==> config.mk <==
export PLATFORM = sky130hd
export DESIGN_NAME = lmb_front
export DESIGN_NICKNAME = d
export VERILOG_FILES = /design/src/rtl/lmb_pkg.sv /design/src/rtl/lmb_div.sv /design/src/rtl/lmb_front.sv
export SDC_FILE = /design/constraint.sdc
export NUM_CORES = 1
export LEC_CHECK = 0
export BUFFER_PORTS_ARGS = -buffer_cell sky130_fd_sc_hd__clkbuf_2
export CELL_PAD_IN_SITES_DETAIL_PLACEMENT = 1
export CELL_PAD_IN_SITES_GLOBAL_PLACEMENT = 1
export CORE_ASPECT_RATIO = 0.8
export CORE_MARGIN = 2
export CORE_UTILIZATION = 34
export DETAILED_ROUTE_END_ITERATION = 7
export HOLD_SLACK_MARGIN = 0.06
export PLACE_DENSITY_LB_ADDON = 0.1
export SLEW_MARGIN = 20
export SYNTH_ARGS = -nofsm -noshare
export SYNTH_HDL_FRONTEND = slang
export SYNTH_SLANG_ARGS = --single-unit
==> constraint.sdc <==
create_clock -name clk -period 32.9 [get_ports clk]
set_input_delay 1.645 -clock clk [delete_from_list [all_inputs] [get_ports clk]]
set_output_delay 1.645 -clock clk [all_outputs]
set_load 0.005 [all_outputs]
==> src/rtl/lmb_pkg.sv <==
package lmb_pkg;

  // Default sizing of the frame and window storage.
  localparam int DEF_MAX_WIDTH       = 1024;
  localparam int DEF_MAX_HEIGHT      = 1024;
  localparam int DEF_MAX_HALF_WINDOW = 15;

  // Fixed field widths.
  localparam int PIX_W     = 8;
  localparam int COORD_W   = 10;
  localparam int DIM_W     = 11;
  localparam int THR_W     = 8;
  localparam int HWIN_W    = 4;
  localparam int CFG_IDX_W = 2;
  localparam int CFG_DAT_W = 11;

  // Register values after reset.
  localparam logic [DIM_W-1:0]  RST_IMAGE_WIDTH  = DIM_W'(640);
  localparam logic [DIM_W-1:0]  RST_IMAGE_HEIGHT = DIM_W'(480);
  localparam logic [THR_W-1:0]  RST_THRESHOLD    = THR_W'(26);
  localparam logic [HWIN_W-1:0] RST_HALF_WINDOW  = HWIN_W'(10);

  typedef enum logic [CFG_IDX_W-1:0] {
    REG_IMAGE_WIDTH  = 2'd0,
    REG_IMAGE_HEIGHT = 2'd1,
    REG_THRESHOLD    = 2'd2,
    REG_HALF_WINDOW  = 2'd3
  } cfg_idx_t;

  typedef enum logic {
    F_IDLE,
    F_DIV
  } front_state_t;

  typedef enum logic [2:0] {
    B_IDLE,
    B_SETUP,
    B_CNT,
    B_SWEEP,
    B_DRAIN,
    B_MUL,
    B_OUT
  } back_state_t;

  // Status from the back part to the front part.
  typedef struct packed {
    logic take;       // job register is taken this cycle
    logic done_pend;  // the job at work closes a frame
  } lmb_bstat_t;

endpackage

==> src/rtl/lmb_div.sv <==
module lmb_div #(
  parameter int NW = 21,
  parameter int DW = 11
) (
  input  logic          clk,
  input  logic          rst_n,
  input  logic          start,
  input  logic [NW-1:0] num,
  input  logic [DW-1:0] den,
  output logic          done,
  output logic [NW-1:0] quo,
  output logic [DW-1:0] rem
);

  localparam int CNT_W = $clog2(NW + 1);

  logic [NW-1:0]    quo_r, quo_nxt;
  logic [DW-1:0]    rem_r, rem_nxt;
  logic [DW-1:0]    den_r, den_nxt;
  logic [CNT_W-1:0] cnt_r, cnt_nxt;
  logic             busy_r, busy_nxt;
  logic             done_r, done_nxt;
  logic [DW:0]      trial;
  logic [DW:0]      diff;
  logic             ge;

  // One quotient bit per cycle, restoring form.
  always_comb begin
    trial    = {rem_r, quo_r[NW-1]};
    diff     = trial - {1'b0, den_r};
    ge       = (trial >= {1'b0, den_r});
    quo_nxt  = quo_r;
    rem_nxt  = rem_r;
    den_nxt  = den_r;
    cnt_nxt  = cnt_r;
    busy_nxt = busy_r;
    done_nxt = 1'b0;
    if (start) begin
      quo_nxt  = num;
      rem_nxt  = '0;
      den_nxt  = den;
      cnt_nxt  = CNT_W'(NW);
      busy_nxt = 1'b1;
    end else if (busy_r) begin
      rem_nxt = ge ? diff[DW-1:0] : trial[DW-1:0];
      quo_nxt = {quo_r[NW-2:0], ge};
      cnt_nxt = cnt_r - 1'b1;
      if (cnt_r == CNT_W'(1)) begin
        busy_nxt = 1'b0;
        done_nxt = 1'b1;
      end
    end
  end

  always_ff @(posedge clk) begin
    if (!rst_n) begin
      busy_r <= 1'b0;
      done_r <= 1'b0;
      cnt_r  <= '0;
    end else begin
      busy_r <= busy_nxt;
      done_r <= done_nxt;
      cnt_r  <= cnt_nxt;
    end
    quo_r <= quo_nxt;
    rem_r <= rem_nxt;
    den_r <= den_nxt;
  end

  assign done = done_r;
  assign quo  = quo_r;
  assign rem  = rem_r;

endmodule

==> src/rtl/lmb_front.sv <==
module lmb_front #(
  parameter int MAX_WIDTH       = lmb_pkg::DEF_MAX_WIDTH,
  parameter int MAX_HEIGHT      = lmb_pkg::DEF_MAX_HEIGHT,
  parameter int MAX_HALF_WINDOW = lmb_pkg::DEF_MAX_HALF_WINDOW,
  localparam int X_W    = $clog2(MAX_WIDTH),
  localparam int Y_W    = $clog2(MAX_HEIGHT),
  localparam int CW     = $clog2(MAX_WIDTH + 1),
  localparam int HTW    = $clog2(MAX_HEIGHT + 1),
  localparam int HW     = $clog2(MAX_HALF_WINDOW + 1),
  localparam int RING_W = $clog2(2 * MAX_HALF_WINDOW + 2),
  localparam int AW     = RING_W + X_W
) (
  input  logic                     clk,
  input  logic                     rst_n,
  input  logic                     push,
  input  logic                     mode,
  input  logic [lmb_pkg::PIX_W-1:0] pixel,
  output logic                     full,
  input  logic [CW-1:0]            w,
  input  logic [HTW-1:0]           ht,
  input  logic [HW-1:0]            h,
  input  lmb_pkg::lmb_bstat_t      bstat,
  output logic                     job_vld,
  output logic [X_W-1:0]           job_ox,
  output logic [Y_W-1:0]           job_oy,
  output logic                     job_done,
  output logic                     wr_en,
  output logic [AW-1:0]            wr_addr,
  output logic [lmb_pkg::PIX_W-1:0] wr_data
);

  localparam int RW = $clog2(MAX_HEIGHT + 2 * MAX_HALF_WINDOW + 2);
  localparam int PW = $clog2(MAX_WIDTH * (MAX_HEIGHT + 2 * MAX_HALF_WINDOW + 2));

  lmb_pkg::front_state_t state_r, state_nxt;
  logic [X_W-1:0] in_col_r, in_col_nxt;
  logic [RW-1:0]  in_row_r, in_row_nxt;
  logic           done_r, done_nxt;
  logic           job_vld_r, job_vld_nxt;
  logic [X_W-1:0] job_ox_r, job_ox_nxt;
  logic [Y_W-1:0] job_oy_r, job_oy_nxt;

  logic             accept;
  logic             wrap;
  logic [X_W-1:0]   col0, col_a, col_n;
  logic [RW-1:0]    row0, row_a, row_n;
  logic [RW+CW-1:0] p_mul;
  logic [CW+HTW-1:0] tot_mul;
  logic [HW+CW-1:0] lag_mul;
  logic [PW-1:0]    p_raw, p, total, lag, last, qv;
  logic             restart, in_frame, ignore, report, done_now;
  logic [CW-1:0]    col_inc;
  logic [RW+RING_W-1:0] row_ext;
  logic             div_done;
  logic [PW-1:0]    div_quo;
  logic [CW-1:0]    div_rem;
  logic [PW+Y_W-1:0] quo_ext;
  logic [CW+X_W-1:0] rem_ext;

  assign full   = (state_r != lmb_pkg::F_IDLE) || job_vld_r || bstat.done_pend;
  assign accept = push && !full;

  always_comb begin
    wrap    = (CW'(in_col_r) >= w);
    col0    = wrap ? '0 : in_col_r;
    row0    = wrap ? '0 : in_row_r;
    p_mul   = row0 * w;
    tot_mul = w * ht;
    lag_mul = h * w;
    p_raw   = PW'(p_mul) + PW'(col0);
    total   = PW'(tot_mul);
    lag     = PW'(lag_mul) + PW'(h);
    last    = total - PW'(1) + lag;
    restart = (p_raw > last);
    col_a   = restart ? '0 : col0;
    row_a   = restart ? '0 : row0;
    p       = restart ? '0 : p_raw;
    in_frame = (p < total);
    ignore  = in_frame && mode;
    report  = !ignore && (p >= lag);
    done_now = (p == last);
    qv      = p - lag;
    col_inc = CW'(col_a) + CW'(1);
    if (col_inc >= w) begin
      col_n = '0;
      row_n = row_a + 1'b1;
    end else begin
      col_n = X_W'(col_inc);
      row_n = row_a;
    end
    row_ext = {{RING_W{1'b0}}, row_a};
  end

  assign wr_en   = accept && in_frame && !mode;
  assign wr_addr = {row_ext[RING_W-1:0], col_a};
  assign wr_data = pixel;

  lmb_div #(
    .NW (PW),
    .DW (CW)
  ) u_div (
    .clk   (clk),
    .rst_n (rst_n),
    .start (accept && report),
    .num   (qv),
    .den   (w),
    .done  (div_done),
    .quo   (div_quo),
    .rem   (div_rem)
  );

  always_comb begin
    quo_ext     = {{Y_W{1'b0}}, div_quo};
    rem_ext     = {{X_W{1'b0}}, div_rem};
    state_nxt   = state_r;
    in_col_nxt  = in_col_r;
    in_row_nxt  = in_row_r;
    done_nxt    = done_r;
    job_vld_nxt = job_vld_r;
    job_ox_nxt  = job_ox_r;
    job_oy_nxt  = job_oy_r;
    if (bstat.take) begin
      job_vld_nxt = 1'b0;
    end
    case (state_r)
      lmb_pkg::F_IDLE: begin
        if (accept) begin
          if (ignore) begin
            in_col_nxt = col_a;
            in_row_nxt = row_a;
          end else if (report && done_now) begin
            in_col_nxt = '0;
            in_row_nxt = '0;
          end else begin
            in_col_nxt = col_n;
            in_row_nxt = row_n;
          end
          if (report) begin
            done_nxt  = done_now;
            state_nxt = lmb_pkg::F_DIV;
          end
        end
      end
      lmb_pkg::F_DIV: begin
        if (div_done) begin
          job_vld_nxt = 1'b1;
          job_ox_nxt  = rem_ext[X_W-1:0];
          job_oy_nxt  = quo_ext[Y_W-1:0];
          state_nxt   = lmb_pkg::F_IDLE;
        end
      end
      default: begin
        state_nxt = lmb_pkg::F_IDLE;
      end
    endcase
  end

  always_ff @(posedge clk) begin
    if (!rst_n) begin
      state_r   <= lmb_pkg::F_IDLE;
      in_col_r  <= '0;
      in_row_r  <= '0;
      job_vld_r <= 1'b0;
    end else begin
      state_r   <= state_nxt;
      in_col_r  <= in_col_nxt;
      in_row_r  <= in_row_nxt;
      job_vld_r <= job_vld_nxt;
    end
    done_r   <= done_nxt;
    job_ox_r <= job_ox_nxt;
    job_oy_r <= job_oy_nxt;
  end

  assign job_vld  = job_vld_r;
  assign job_ox   = job_ox_r;
  assign job_oy   = job_oy_r;
  assign job_done = done_r;

endmodule

; ---- Word level (Yosys, flattened, before mapping)
; Cells that the tools add are included.
; W data, S select, Z words.
[word_totals]
reg_bits = 94
latchBits = 0
mem_bits_rw = 0
romBits = 0
inputBits = 40
out_inout_bits = 47
wordCells = 82
mem_count = 0
[classes]
n_addsub = 9
multipliers = 3
n_div = 0
magnitude_cmp = 6
n_eq_ne = 2
shift = 0
muxes = 27
n_bitwise = 3
n_reduce_logical = 18
[op_table]
columns = cell, count
row1 = $mux W11, 6
row2 = $mux W21, 3
row3 = $mux W10, 5
row4 = $mul A11 B11 Y21, 2
row5 = $add A21 B10 Y21, 1
row6 = $add A21 B16 Y21, 1
row7 = $eq A21 B21 Y1, 1
row8 = $ge A21 B16 Y1, 1
row9 = $gt A21 B21 Y1, 1
row10 = $lt A21 B21 Y1, 1
row11 = $sub A21 B1 Y21 const B, 1
row12 = $sub A21 B16 Y21, 1
row13 = $add A15 B4 Y16, 1
row14 = $mul A4 B11 Y15, 1
row15 = $ge A12 B11 Y1, 1
row16 = $add A10 B1 Y11 const B, 1
row17 = $add A11 B1 Y11 const B, 1
row18 = $ge A10 B11 Y1, 1
row19 = $ge A11 B11 Y1, 1
row20 = $sub A11 B11 Y11, 1
row21 = $mux W1, 10
row22 = $mux W5, 2
row23 = $logic_and A1 B1 Y1, 7
row24 = $eq A5 B1 Y1 const B, 1
row25 = 10 further kinds, 16

; ---- Depth between registers and ports, before layout
; Gate-level depths: netlist of the first run.
[logic_depth]
ltp_word = 13
depth_mapped = 58
depth_no_buf = 52

; ---- By module
; A second synthesis of the first run with hierarchy kept.
[unflattened]
cells_unflattened = 2243
area_unflattened_um2 = 18933.2
[by_module_without_submodules]
columns = module, n_inst, cells_per_inst, area_each_um2, seq_area_each_um2
row1 = lmb_front, 1, 2019, 16283.1, 1091.0
row2 = lmb_div, 1, 224, 2650.0, 1321.3

; ---- Least setup slack after synthesis of the first run
; OpenSTA, ideal clock, no wires.
[synth_timing]
kind = input to output
start = in w[5]
end = out wr_en
arrival_time_ns = 11.749
required_ns = 31.255
path_slack_ns = 19.506
path_stages = 45
n_path_buf = 9
cell_sequence = clkbuf_1 > clkbuf_1 > inv_1 > ha_1 > a21oi_1 > o221ai_1 > o21ai_0 > clkbuf_1 > clkbuf_1 > and2_1 > clkbuf_1 > nand2_1 > fa_1 > inv_1 > fa_1 > fa_1 > fa_1 > inv_1 > [9 not listed] > ha_1 > nand4_1 > or4_1 > o21ai_1 > o21ba_2 > buf_2 > nand2_1 > clkbuf_1 > clkbuf_1 > and2_1 > ha_1 > a21o_1 > a221oi_1 > nand3_1 > maj3_1 > nand2_1 > o311ai_2 > a21oi_1
[synth_via]
elab_chain_len = 9
elab_cells_between_ends = 15
classes_between = add/sub: 4 / mul: 3 / order compare: 3 / mux: 3 / reduce/logical: 2
[synth_rtl]
columns = item, line_no
row1 = "start, declared", lmb_front.sv:19  ; input logic [CW-1:0] w,
row2 = branches (longest 6 deep; another with $mul A11 B11 Y21), --
row3 = $lt A21 B21 Y1 *, lmb_front.sv:78  ; in_frame = (p < total);
row4 = $logic_and A1 B1 Y1 * (2 in a row), lmb_front.sv:94  ; assign wr_en = accept && in_frame && !mode;
row5 = "end, declared", lmb_front.sv:27  ; output logic wr_en,
; Mark *: on every way between the ends.

; ---- Worst setup path in the final report of the first run
[layout_timing]
start = in w[0]
end = reg u_div.quo_r[17], in the netlist u_div.quo[17] (enable)
[layout_via]
elab_chain_len = 12
elab_cells_between_ends = 19
classes_between = add/sub: 4 / mul: 3 / order compare: 4 / mux: 3 / reduce/logical: 5
[layout_rtl]
columns = item, line_no
row1 = branches (longest 9 deep; another with $mul A11 B11 Y21), --
row2 = $logic_and A1 B1 Y1 *, lmb_front.sv:80  ; report = !ignore && (p >= lag);
row3 = $logic_and A1 B1 Y1 *, lmb_front.sv:104  ; .start (accept && report),
row4 = $reduce_bool A2 Y1 (no source line) *, --
row5 = "end signal, assigned", lmb_div.sv:65  ; quo_r <= quo_nxt;
row6 = "end, declared", lmb_div.sv:17  ; logic [NW-1:0] quo_r, quo_nxt;
; Marked as above.
; A chain may end at the register's enable or synchronous reset.

==> PnR_summary.wiki, run 1 <==
{| class="wikitable"
! Metric !! Value
|-
| Status || finished, final reports clean
|-
| Count of boundary I/O pins || 87
|-
| Gate count after technology mapping || 2248
|-
| Fraction of the mapped netlist area in simple logic gates || 18.5%
|-
| Post-route core utilization || 36.9%
|-
| Largest family of logic cells by synthesized area || adder cells
|-
| Slew at the pin closest to its max-slew limit || 1.06 ns
|-
| Worst Hold Class || flip-flop to flip-flop
|-
| Number of antenna cells inserted || 0
|-
| Die Height || 214 um
|-
| Routed met2 length || 25300 um
|-
| Clock insertion delay at the later pin of the skew report || 0.35 ns
|-
| Sequential cell area fraction in the yosys report || 12.9%
|-
| Buffers inserted by post-CTS timing repair || 0
|-
| Number of antenna violations at the first check in global routing || 2
|-
| Unique masters post-synth || 95
|-
| Syn Area/Cell || 8.31 sq um
|-
| TritonCTS clock tree || done
|-
| CTS clock-pin slew for the worst setup and hold paths || 0.07 ns
|-
| Clock H-tree levels || 3
|-
| Setup repair after global routing missed its margin || false
|-
| Crit path buffers/inverters || 9
|-
| Number of buffers on the longest clock path || 2
|-
| Area of the placeable core || 0.0541 sq mm
|-
| Gp weighted congestion || 0.879
|-
| Sort of element at the end of the critical path || flip-flop
|-
| Area share of xor/xnor cells in the synthesized design || 5.15%
|-
| Met3 Routed Length || 2850 um
|-
| Launching element type of the critical path || input port
|-
| Via/cell ratio || 5.30
|-
| Layout overhead on the synthesized area || 6.72%
|-
| Die Area || 0.0569 sq mm
|-
| Total routing usage reported by global routing || 22.4%
|-
| Required time at the worst-slack endpoint || 32.77 ns
|-
| Detailed-routing wirelength on met1 || 33400 um
|-
| # port buffers || 70
|-
| 1st-pass router iterations || 7
|-
| Count of nets left with antenna violations after detail routing || 0
|-
| Drt initial violations || 1006
|-
| Most common cell after layout, fill and taps aside || sky130_fd_sc_hd__inv_1
|-
| Synthesis warning total || 0
|-
| Net count, final || 2747
|-
| Slowest Stage Delay on Critical Path || 0.66 ns
|-
| Max Fanout on Critical Path || 75
|-
| Sink count of the clock tree || 94
|-
| Total of hold buffers inserted after clock tree synthesis || 0
|-
| Global-route wire length before repair || 98400 um
|-
| Horizontal extent of the die || 266 um
|-
| Routed wire per std cell || 21.0 um
|-
| Final number of max-transition violations || 0
|-
| MaxCap Viol Count || 0
|-
| Post-CTS Resized || 0
|-
| Worst rel slew slack || 29.4%
|-
| Sum of routed wire length over all layers || 61900 um
|-
| Fin crit share || 46.0%
|-
| Critical-path cell with the highest stage delay || sky130_fd_sc_hd__nand2b_1
|-
| Top sig layer || met4
|-
| Share of layout cells above drive strength 1 || 6.40%
|-
| Post-layout min period || 15.14 ns
|-
| Largest clock skew in the final design || 0.0114 ns
|-
| Critical Path Most Common Cell || sky130_fd_sc_hd__fa_1
|-
| Via count of the first global-routing pass || 16466
|-
| Data arrival time at the worst-slack endpoint || 15.02 ns
|-
| Aggregate negative setup slack || 0 ns
|-
| Pin count of the biggest net entering global routing || 76
|-
| Drc violations || 0
|-
| Non-filler instance count after layout || 2951
|-
| Synth Area in Compound Gates || 14.1%
|-
| Mux contribution to synthesized area || 0.603%
|-
| Share of synthesized flip-flops with an asynchronous set or reset || 0%
|-
| Initial Utilization || 34.5%
|-
| Area of the mapped netlist || 0.0187 sq mm
|-
| Total placed cells including tap cells || 2935
|-
| Vias || 15642
|-
| Commonest cells after routing, fill and taps aside || 379 x sky130_fd_sc_hd__inv_1, 288 x sky130_fd_sc_hd__nand2_1, 271 x sky130_fd_sc_hd__ha_1
|-
| TritonCTS Buffers || 9
|-
| Non-Filler Cell Area, Final || 0.0199 sq mm
|-
| Total half-perimeter wirelength after legalization and detailed placement || 50900 um
|-
| Placed Area || 0.0196 sq mm
|-
| Adder-cell area share of the yosys netlist || 38.8%
|-
| Dominant register cell in the synthesized netlist || sky130_fd_sc_hd__edfxtp_1
|-
| Total nets after synthesis || 2751
|-
| Standard-cell rows || 76
|-
| Peak clock frequency supported by timing || 66.0 MHz
|-
| Number of synthesized flops with an enable pin || 53
|-
| Startpoint-to-endpoint class of the critical path || input port to flip-flop
|-
| Count of final setup violators || 0
|-
| Register bit total from synthesis || 94
|-
| Hold violation count in the final report || 0
|-
| Clock Tree Root || sky130_fd_sc_hd__clkbuf_16
|-
| Global-route congestion overflow total || 0
|-
| Largest delay share family, worst path || simple AND/OR/NAND/NOR gates
|}
## flip-flops by register name, indices dropped and copies added (netlist names)
| name | flops |
|---|---|
| u_div.busy_r | 1 |
| u_div.cnt_r | 5 |
| u_div.rem | 11 |
| job_done | 1 |
| job_oy | 10 |
| u_div.done | 1 |
| state_r | 1 |
| u_div.den_r | 11 |
| job_ox | 10 |
| in_col_r | 10 |
| job_vld | 1 |
| in_row_r | 11 |
| u_div.quo | 21 |
## metrics by stage
step | hold WS, ns | worst slack, ns
floorplan | 0.426 | 19.51
global placement | 0.437 | 17.89
detailed placement | 0.444 | 17.54
CTS | 0.462 | 17.87
global route | 0.477 | 16.83
finish | 0.465 | 17.76
## routing by layer
| layer | GRT usage [%] | vias to the layer above |
|---|---|---|
| li1 | - | 7430 |
| met1 | 35.9 | 7870 |
| met2 | 33.0 | 324 |
| met5 | 0 | - |
| met4 | 1.96 | 0 |
| met3 | 2.32 | 18 |
## synth_stat cells (all sizes together), types with 11 or more instances
master	instances	area, sq um
and3	66	413
a21oi	108	563
a211oi	23	183
or3	11	73.8
inv	381	1430
o21ai	82	410
nor2b	12	75.1
ha	271	3390
nor3	19	95.1
nand3	35	180
and2	95	594
nand2b	21	131
clkbuf	86	323
nor2	91	349
xnor2	62	551
xor2	41	367
fa	192	3840
dfxtp	41	821
nor4	14	109
buf	18	111
nand2	289	1090
edfxtp	53	1590
a21o	48	360
nand4	19	119
## worst register-to-register path, delay by kind of cell, from the launching register on
family	cells	cell delay (ns)
compound gates	14	3.37
buf+inv	8	1.72
flops	1	0.48
xor+xnor	1	0.56
simple gates	13	3.70
fa+ha+maj	9	3.56
## cell type report
class / instances / area [sq um]
Clock buffer: 10 / 229
Clock inverter: 6 / 76.3
Fill cell: 6418 / 34200
Inverter: 381 / 1430
Multi-Input combinational cell: 1669 / 14400
Sequential cell: 94 / 2410
Tap cell: 702 / 878
Timing Repair Buffer: 89 / 493
## path summary, 6_finish.rpt
kind | start | to | slack [ns] | cells after the start
max | w[0] | u_div.quo[17] | 17.76 | 46
min | u_div.quo[6] | job_oy[6] | 0.47 | 0
max reg2reg | in_col_r[0] | u_div.quo[17] | 19.03 | 45
min reg2reg | u_div.quo[6] | job_oy[6] | 0.47 | 0
## cell families (layout without fill, tap and decap cells)
group	after synthesis	after routing
AND/OR/NAND/NOR	699	699
buffers and inverters	485	486
adder cells (fa/ha/maj)	465	465
AO/OA/AOI/OAI	389	389
XOR/XNOR	105	105
flip-flops	94	94
multiplexers	11	11
Power of run 1 is not shown: default switching activity piles up to over one toggle a cycle in this logic, so the estimate is an artifact.
==> run 2: changes to the inputs <==
- ABC_AREA: not set -> 1
- clock period: 32.9 -> 14.55 ns (I/O delays scaled with it)
==> PnR_summary.wiki, run 2 <==
{| class="wikitable"
! Metric !! Value
|-
| Count of final setup violators || 0 (unchanged)
|-
| Register bit total from synthesis || 94 (unchanged)
|-
| Area of the placeable core || 0.0580 sq mm (+7.2%)
|-
| Number of buffers on the longest clock path || 2 (unchanged)
|-
| Clock insertion delay at the later pin of the skew report || 0.35 ns (about the same)
|-
| Gp weighted congestion || 0.940 (+7.0%)
|-
| Startpoint of the worst setup timing path || w[5]
|-
| Synthesis warning total || 0 (unchanged)
|-
| Top cells by count, synth || 777 x sky130_fd_sc_hd__nand2_1, 637 x sky130_fd_sc_hd__inv_1, 271 x sky130_fd_sc_hd__ha_1
|-
| Syn Area/Cell || 6.94 sq um (-16%)
|-
| Total nets after synthesis || 3368 (+22%)
|-
| Peak clock frequency supported by timing || 77.4 MHz
|-
| Number of flip-flops under the largest register name || 21 (unchanged)
|-
| Total routing usage reported by global routing || 24.2% (+1.8 points)
|-
| Startpoint-to-endpoint class of the critical path || input port to output pin
|-
| FILL cells || 7458 (+16%)
|-
| Critical Path Most Common Cell || sky130_fd_sc_hd__nand2_1
|-
| Hold violation count in the final report || 0 (unchanged)
|-
| Slowest Stage Delay on Critical Path || 0.61 ns (-0.05 ns)
|-
| Area share of the leading cell type in the synthesized netlist || 19.3% (-1.3 points)
|-
| MaxCap Viol Count || 0 (unchanged)
|-
| Vias || 18347 (+17%)
|-
| Sink count of the clock tree || 94 (unchanged)
|-
| Pin count of the biggest net entering global routing || 62 (-18%)
|-
| Worst r2r dst || u_div.quo[17]
|-
| Area of combinational cells with multiple inputs || 0.0146 sq mm (+1.1%)
|-
| Count of nets left with antenna violations after detail routing || 0 (unchanged)
|-
| Drc violations || 0 (unchanged)
|-
| Register-to-register setup slack || 2.70 ns (-16.33 ns)
|-
| Most common cell after layout, fill and taps aside || sky130_fd_sc_hd__nand2_1
|-
| Buffers inserted by post-CTS timing repair || 0 (unchanged)
|-
| Drt initial violations || 967 (-3.9%)
|-
| Horizontal extent of the die || 274 um (+3.1%)
|-
| Aggregate negative setup slack || 0 ns (unchanged)
|-
| Share of layout cells above drive strength 1 || 6.42% (+0.022 points)
|-
| Via count of the first global-routing pass || 19327 (+17%)
|-
| Sequential standard cell area || 0.00241 sq mm (unchanged)
|-
| Number of antenna cells inserted || 0 (unchanged)
|-
| Critical-path cell with the highest stage delay || sky130_fd_sc_hd__fa_1
|-
| Reg-to-Reg Start || in_col_r[7]
|-
| 1st-pass router iterations || 6 (-1)
|-
| Gate count after technology mapping || 2865 (+27%)
|-
| CTS clock-pin slew for the worst setup and hold paths || 0.07 ns (about the same)
|-
| Dominant register cell in the synthesized netlist || sky130_fd_sc_hd__edfxtp_1
|-
| Commonest cells after routing, fill and taps aside || 777 x sky130_fd_sc_hd__nand2_1, 637 x sky130_fd_sc_hd__inv_1, 271 x sky130_fd_sc_hd__ha_1
|-
| Global-route congestion overflow total || 0 (unchanged)
|-
| Total of hold buffers inserted after clock tree synthesis || 0 (unchanged)
|-
| Area of the mapped netlist || 0.0199 sq mm (+6.5%)
|-
| Final number of max-transition violations || 0 (unchanged)
|-
| Sequential cell area fraction in the yosys report || 12.1% (-0.79 points)
|-
| Required time at the worst-slack endpoint || 13.82 ns (-18.95 ns)
|-
| Status || finished, final reports clean
|-
| Cell types occupying the most area after synthesis || sky130_fd_sc_hd__fa_1 19%, sky130_fd_sc_hd__ha_1 17%, sky130_fd_sc_hd__nand2_1 15%
|-
| Number of antenna violations at the first check in global routing || 2 (unchanged)
|-
| Slew at the pin closest to its max-slew limit || 0.955 ns (-0.105 ns)
|-
| Share of synthesized flip-flops with an asynchronous set or reset || 0% (unchanged)
|-
| Unique masters post-synth || 56 (-41%)
|-
| Max Fanout on Critical Path || 61 (-19%)
|-
| TritonCTS Buffers || 9 (unchanged)
|-
| Die Area || 0.0605 sq mm (+6.4%)
|-
| Layout overhead on the synthesized area || 6.79% (about the same)
|-
| Worst rel slew slack || 36.3% (+6.9 points)
|-
| Sum of routed wire length over all layers || 71300 um (+15%)
|-
| Standard-cell rows || 79 (+3.9%)
|-
| # port buffers || 70 (unchanged)
|-
| Routed wire per std cell || 19.5 um (-7.2%)
|-
| Net count, final || 3393 (+24%)
|-
| Total half-perimeter wirelength after legalization and detailed placement || 60700 um (+19%)
|-
| Global-route wire length before repair || 112000 um (+14%)
|-
| Post-route core utilization || 36.6% (-0.24 points)
|-
| Via/cell ratio || 5.01 (-5.5%)
|-
| Largest clock skew in the final design || 0.0118 ns (+0.000443 ns)
|-
| R2r worst-path depth || 48 (+6.7%)
|-
| Clock H-tree levels || 3 (unchanged)
|-
| Clock Tree Root || sky130_fd_sc_hd__clkbuf_16
|-
| Biggest area consumer among synthesized cells || sky130_fd_sc_hd__fa_1
|-
| Count of boundary I/O pins || 87 (unchanged)
|-
| Sort of element at the end of the critical path || output pin
|-
| Launching element type of the critical path || input port
|-
| Initial Utilization || 34.3% (-0.24 points)
|-
| Capturing instance or port of the critical path || wr_en
|-
| Worst Hold Class || flip-flop to flip-flop
|-
| Number of synthesized flops with an enable pin || 53 (unchanged)
|-
| Worst hold slack || 0.462 ns (-0.00338 ns)
|-
| Setup repair after global routing missed its margin || false
|-
| Die Height || 220 um (+3.1%)
|-
| Post-layout min period || 12.92 ns
|-
| TritonCTS clock tree || done
|-
| Post-CTS Resized || 0 (unchanged)
|-
| Most common cell in the netlist || sky130_fd_sc_hd__nand2_1
|-
| Data arrival time at the worst-slack endpoint || 12.19 ns (-2.83 ns)
|-
| Fin crit share || 88.8%
|}
## run 2: changes by cell type after synthesis, moves of 19 or more
cell                       previous run  this run
sky130_fd_sc_hd__nand2_1            288       777
sky130_fd_sc_hd__inv_1              379       637
sky130_fd_sc_hd__nand3_1             34       120
sky130_fd_sc_hd__and2_1              94         2
sky130_fd_sc_hd__clkbuf_1            86        53
sky130_fd_sc_hd__nand2b_1            21         2
sky130_fd_sc_hd__xnor2_1             61        25
sky130_fd_sc_hd__nor2_1              90       194
sky130_fd_sc_hd__a21oi_1            104       134
sky130_fd_sc_hd__nand4_1             19        44
sky130_fd_sc_hd__and3_1              66         1
sky130_fd_sc_hd__a21o_1              48         5
## run 2: area by class of cell
| cell class | instances | area share (%) |
|---|---|---|
| clock buffer | 9 | 1.06 |
| clock inverter | 7 | 0.265 |
| inverter | 656 | 11.6 |
| multi-input combinational | 2033 | 68.6 |
| sequential | 94 | 11.4 |
| tap | 769 | 4.53 |
| timing repair buffer | 96 | 2.57 |
## run 2: cells by family (layout without fill, tap and decap cells)
| logic type | Yosys count | in the layout | share of synthesized area [%] |
|---|---|---|---|
| simple gates | 1222 | 1222 | 26.0 |
| buf+inv | 738 | 768 | 14.6 |
| fa+ha+maj | 463 | 463 | 36.4 |
| compound gates | 274 | 274 | 7.64 |
| flops | 94 | 94 | 12.1 |
| xor+xnor | 74 | 74 | 3.30 |
## run 2: worst max-delay path, delay by kind of cell
family | cells | cell delay, ns
buf+inv | 12 | 2.31
compound gates | 7 | 1.40
simple gates | 22 | 3.75
fa+ha+maj | 9 | 3.93
## run 2: metrics by stage
step,cells,worst slack (ns),area (sq um)
3_5_place_dp,3648,1.62,21000
4_1_cts,3664,1.66,21200
5_1_grt,3664,0.878,21200
6_report,3664,1.63,21200
2_1_floorplan,2865,3.81,19900
3_3_place_gp,3648,1.89,21000
## run 2: layer usage
metal | track usage [%] | part of all wire [%] | vias to the layer above
met5 | 0 | 0 | -
met1 | 34.8 | 50 | 9182
li1 | - | - | 8848
met4 | 3.88 | 1.4 | 0
met2 | 40.5 | 46 | 275
met3 | 1.54 | 2.8 | 42
## run 2: worst min path at each step
stage                 start   endpoint  slack, ns  cells past startpoint
3_5_place_dp   u_div.quo[3]  job_oy[3]       0.45                      0
2_1_floorplan  u_div.quo[0]  job_oy[0]       0.43                      0
5_1_grt        u_div.quo[3]  job_oy[3]       0.48                      0
4_1_cts        u_div.quo[3]  job_oy[3]       0.47                      0
3_3_place_gp   u_div.quo[4]  job_oy[4]       0.45                      0
6_report       u_div.quo[3]  job_oy[3]       0.46                      0
Power of run 2 is left out for the same reason.
==> run 3: changes to the inputs <==
- MAX_ROUTING_LAYER: not set -> met4
==> PnR_summary.wiki, run 3 (same netlist as run 2, synthesis figures left out) <==
{| class="wikitable"
! Metric !! Value
|-
| Status || finished, final reports clean
|-
| Routed wire per std cell || 19.6 um (+0.99%)
|-
| Number of antenna violations at the first check in global routing || 1 (-1)
|-
| Number of flip-flops under the largest register name || 21 (unchanged)
|-
| Layout overhead on the synthesized area || 6.86% (about the same)
|-
| Sequential standard cell area || 0.00241 sq mm (unchanged)
|-
| Total of hold buffers inserted after clock tree synthesis || 0 (unchanged)
|-
| MaxCap Viol Count || 0 (unchanged)
|-
| Count of boundary I/O pins || 87 (unchanged)
|-
| R2r worst-path depth || 49 (+2.1%)
|-
| Largest clock skew in the final design || 0.0170 ns (+0.00515 ns)
|-
| Count of final setup violators || 0 (unchanged)
|-
| CTS clock-pin slew for the worst setup and hold paths || 0.08 ns (about the same)
|-
| Area of the placeable core || 0.0580 sq mm (unchanged)
|-
| TritonCTS clock tree || done
|-
| Count of nets left with antenna violations after detail routing || 0 (unchanged)
|-
| Launching element type of the critical path || input port
|-
| Data arrival time at the worst-slack endpoint || 11.97 ns (-0.22 ns)
|-
| Pin count of the biggest net entering global routing || 43 (-31%)
|-
| Number of cells on the worst hold path || 0 (unchanged)
|-
| Critical Path Most Common Cell || sky130_fd_sc_hd__nand2_1
|-
| Critical-path cell with the highest stage delay || sky130_fd_sc_hd__fa_1
|-
| Sink count of the clock tree || 94 (unchanged)
|-
| Via count of the first global-routing pass || 19410 (+0.43%)
|-
| Post-layout min period || 12.70 ns (-0.220 ns)
|-
| Vias || 18314 (-0.18%)
|-
| Area of combinational cells with multiple inputs || 0.0146 sq mm (unchanged)
|-
| Number of buffers on the longest clock path || 2 (unchanged)
|-
| Hold endpoint || job_oy[2]
|-
| Slew at the pin closest to its max-slew limit || 0.947 ns (-0.00796 ns)
|-
| Total routing usage reported by global routing || 25.1% (+0.96 points)
|-
| # port buffers || 70 (unchanged)
|-
| Required time at the worst-slack endpoint || 13.82 ns (about the same)
|-
| Fin crit share || 87.3% (-1.5 points)
|-
| Worst r2r dst || u_div.quo[14]
|-
| Via/cell ratio || 5.00 (-0.18%)
|-
| Worst Hold Class || flip-flop to flip-flop
|-
| Slowest Stage Delay on Critical Path || 0.60 ns (about the same)
|-
| Gp weighted congestion || 0.958 (+1.9%)
|-
| Horizontal extent of the die || 274 um (unchanged)
|-
| Die Area || 0.0605 sq mm (unchanged)
|-
| Most common cell after layout, fill and taps aside || sky130_fd_sc_hd__nand2_1
|-
| Drt initial violations || 958 (-0.93%)
|-
| Hold Path Origin || u_div.quo[2]
|-
| Setup repair after global routing missed its margin || false
|-
| Drc violations || 0 (unchanged)
|-
| Die Height || 220 um (unchanged)
|-
| Peak clock frequency supported by timing || 78.7 MHz (+1.7%)
|-
| Final number of max-transition violations || 0 (unchanged)
|-
| Clock H-tree levels || 3 (unchanged)
|-
| Net count, final || 3392 (-0.029%)
|-
| Global-route wire length before repair || 113000 um (+0.67%)
|-
| Share of layout cells above drive strength 1 || 6.39% (-0.032 points)
|-
| Max Fanout on Critical Path || 42 (-31%)
|-
| Startpoint-to-endpoint class of the critical path || input port to output pin
|-
| 1st-pass router iterations || 5 (-1)
|-
| Total half-perimeter wirelength after legalization and detailed placement || 60500 um (-0.21%)
|-
| Clock Tree Root || sky130_fd_sc_hd__clkbuf_16
|-
| FILL cells || 7396 (-0.83%)
|-
| Register-to-register setup slack || 2.79 ns (+0.09 ns)
|-
| Standard-cell rows || 79 (unchanged)
|-
| Initial Utilization || 34.3% (unchanged)
|-
| Aggregate negative setup slack || 0 ns (unchanged)
|-
| Sort of element at the end of the critical path || output pin
|-
| Global-route congestion overflow total || 0 (unchanged)
|-
| Commonest cells after routing, fill and taps aside || 777 x sky130_fd_sc_hd__nand2_1, 637 x sky130_fd_sc_hd__inv_1, 271 x sky130_fd_sc_hd__ha_1
|-
| TritonCTS Buffers || 9 (unchanged)
|-
| Sum of routed wire length over all layers || 72000 um (+0.99%)
|-
| Buffers inserted by post-CTS timing repair || 0 (unchanged)
|-
| Hold violation count in the final report || 0 (unchanged)
|-
| Reg-to-Reg Start || in_col_r[5]
|-
| Worst rel slew slack || 36.8% (+0.53 points)
|-
| Clock insertion delay at the later pin of the skew report || 0.37 ns (+0.02 ns)
|-
| Post-CTS Resized || 0 (unchanged)
|}
[run 3: how the worst max path moves through the flow]
stage	slack (ns)	cells past startpoint	endpoint	start
global placement	1.89	51	u_div.quo[19]	w[2]
global route	1.05	46	wr_en	w[2]
detailed placement	1.64	47	u_div.quo[14]	w[2]
floorplan	3.81	65	in_row_r[5]	w[8]
CTS	1.78	46	wr_en	w[2]
finish	1.85	50	wr_en	w[2]
[run 3: metal layers]
layer	vias up	track usage (%)	wire length (um)
li1	8837	-	-
met1	9123	34.7	35700
met2	290	40.5	32600
met3	64	1.54	1950
met4	0	5.65	1760
met5	-	-	0
[run 3: layout make-up]
class	count	area share [%]
Clock buffer	9	1.06
Multi-Input combinational cell	2033	68.6
Timing Repair Buffer	95	2.53
Tap cell	769	4.53
Inverter	656	11.6
Clock inverter	7	0.353
Sequential cell	94	11.3
Antenna cell	1	0.0118
[run 3: per-stage QoR]
step | hold WS (ns) | instances | util [%] | setup slack (ns) | cell area, sq um
4_1_cts | 0.467 | 3663 | 36.6 | 1.78 | 21300
6_report | 0.465 | 3664 | 36.6 | 1.85 | 21300
2_1_floorplan | 0.427 | 2865 | - | 3.81 | 19900
3_3_place_gp | 0.447 | 3647 | 36.1 | 1.89 | 21000
5_1_grt | 0.482 | 3663 | 36.6 | 1.05 | 21300
3_5_place_dp | 0.445 | 3647 | 36.1 | 1.64 | 21000
[run 3: worst max-delay path: cells and delay by family]
kind | cells | cell delay (ns)
fa+ha+maj | 9 | 3.89
simple gates | 24 | 3.74
buf+inv | 12 | 2.31
compound gates | 5 | 1.25
Power of run 3 is left out for the same reason.
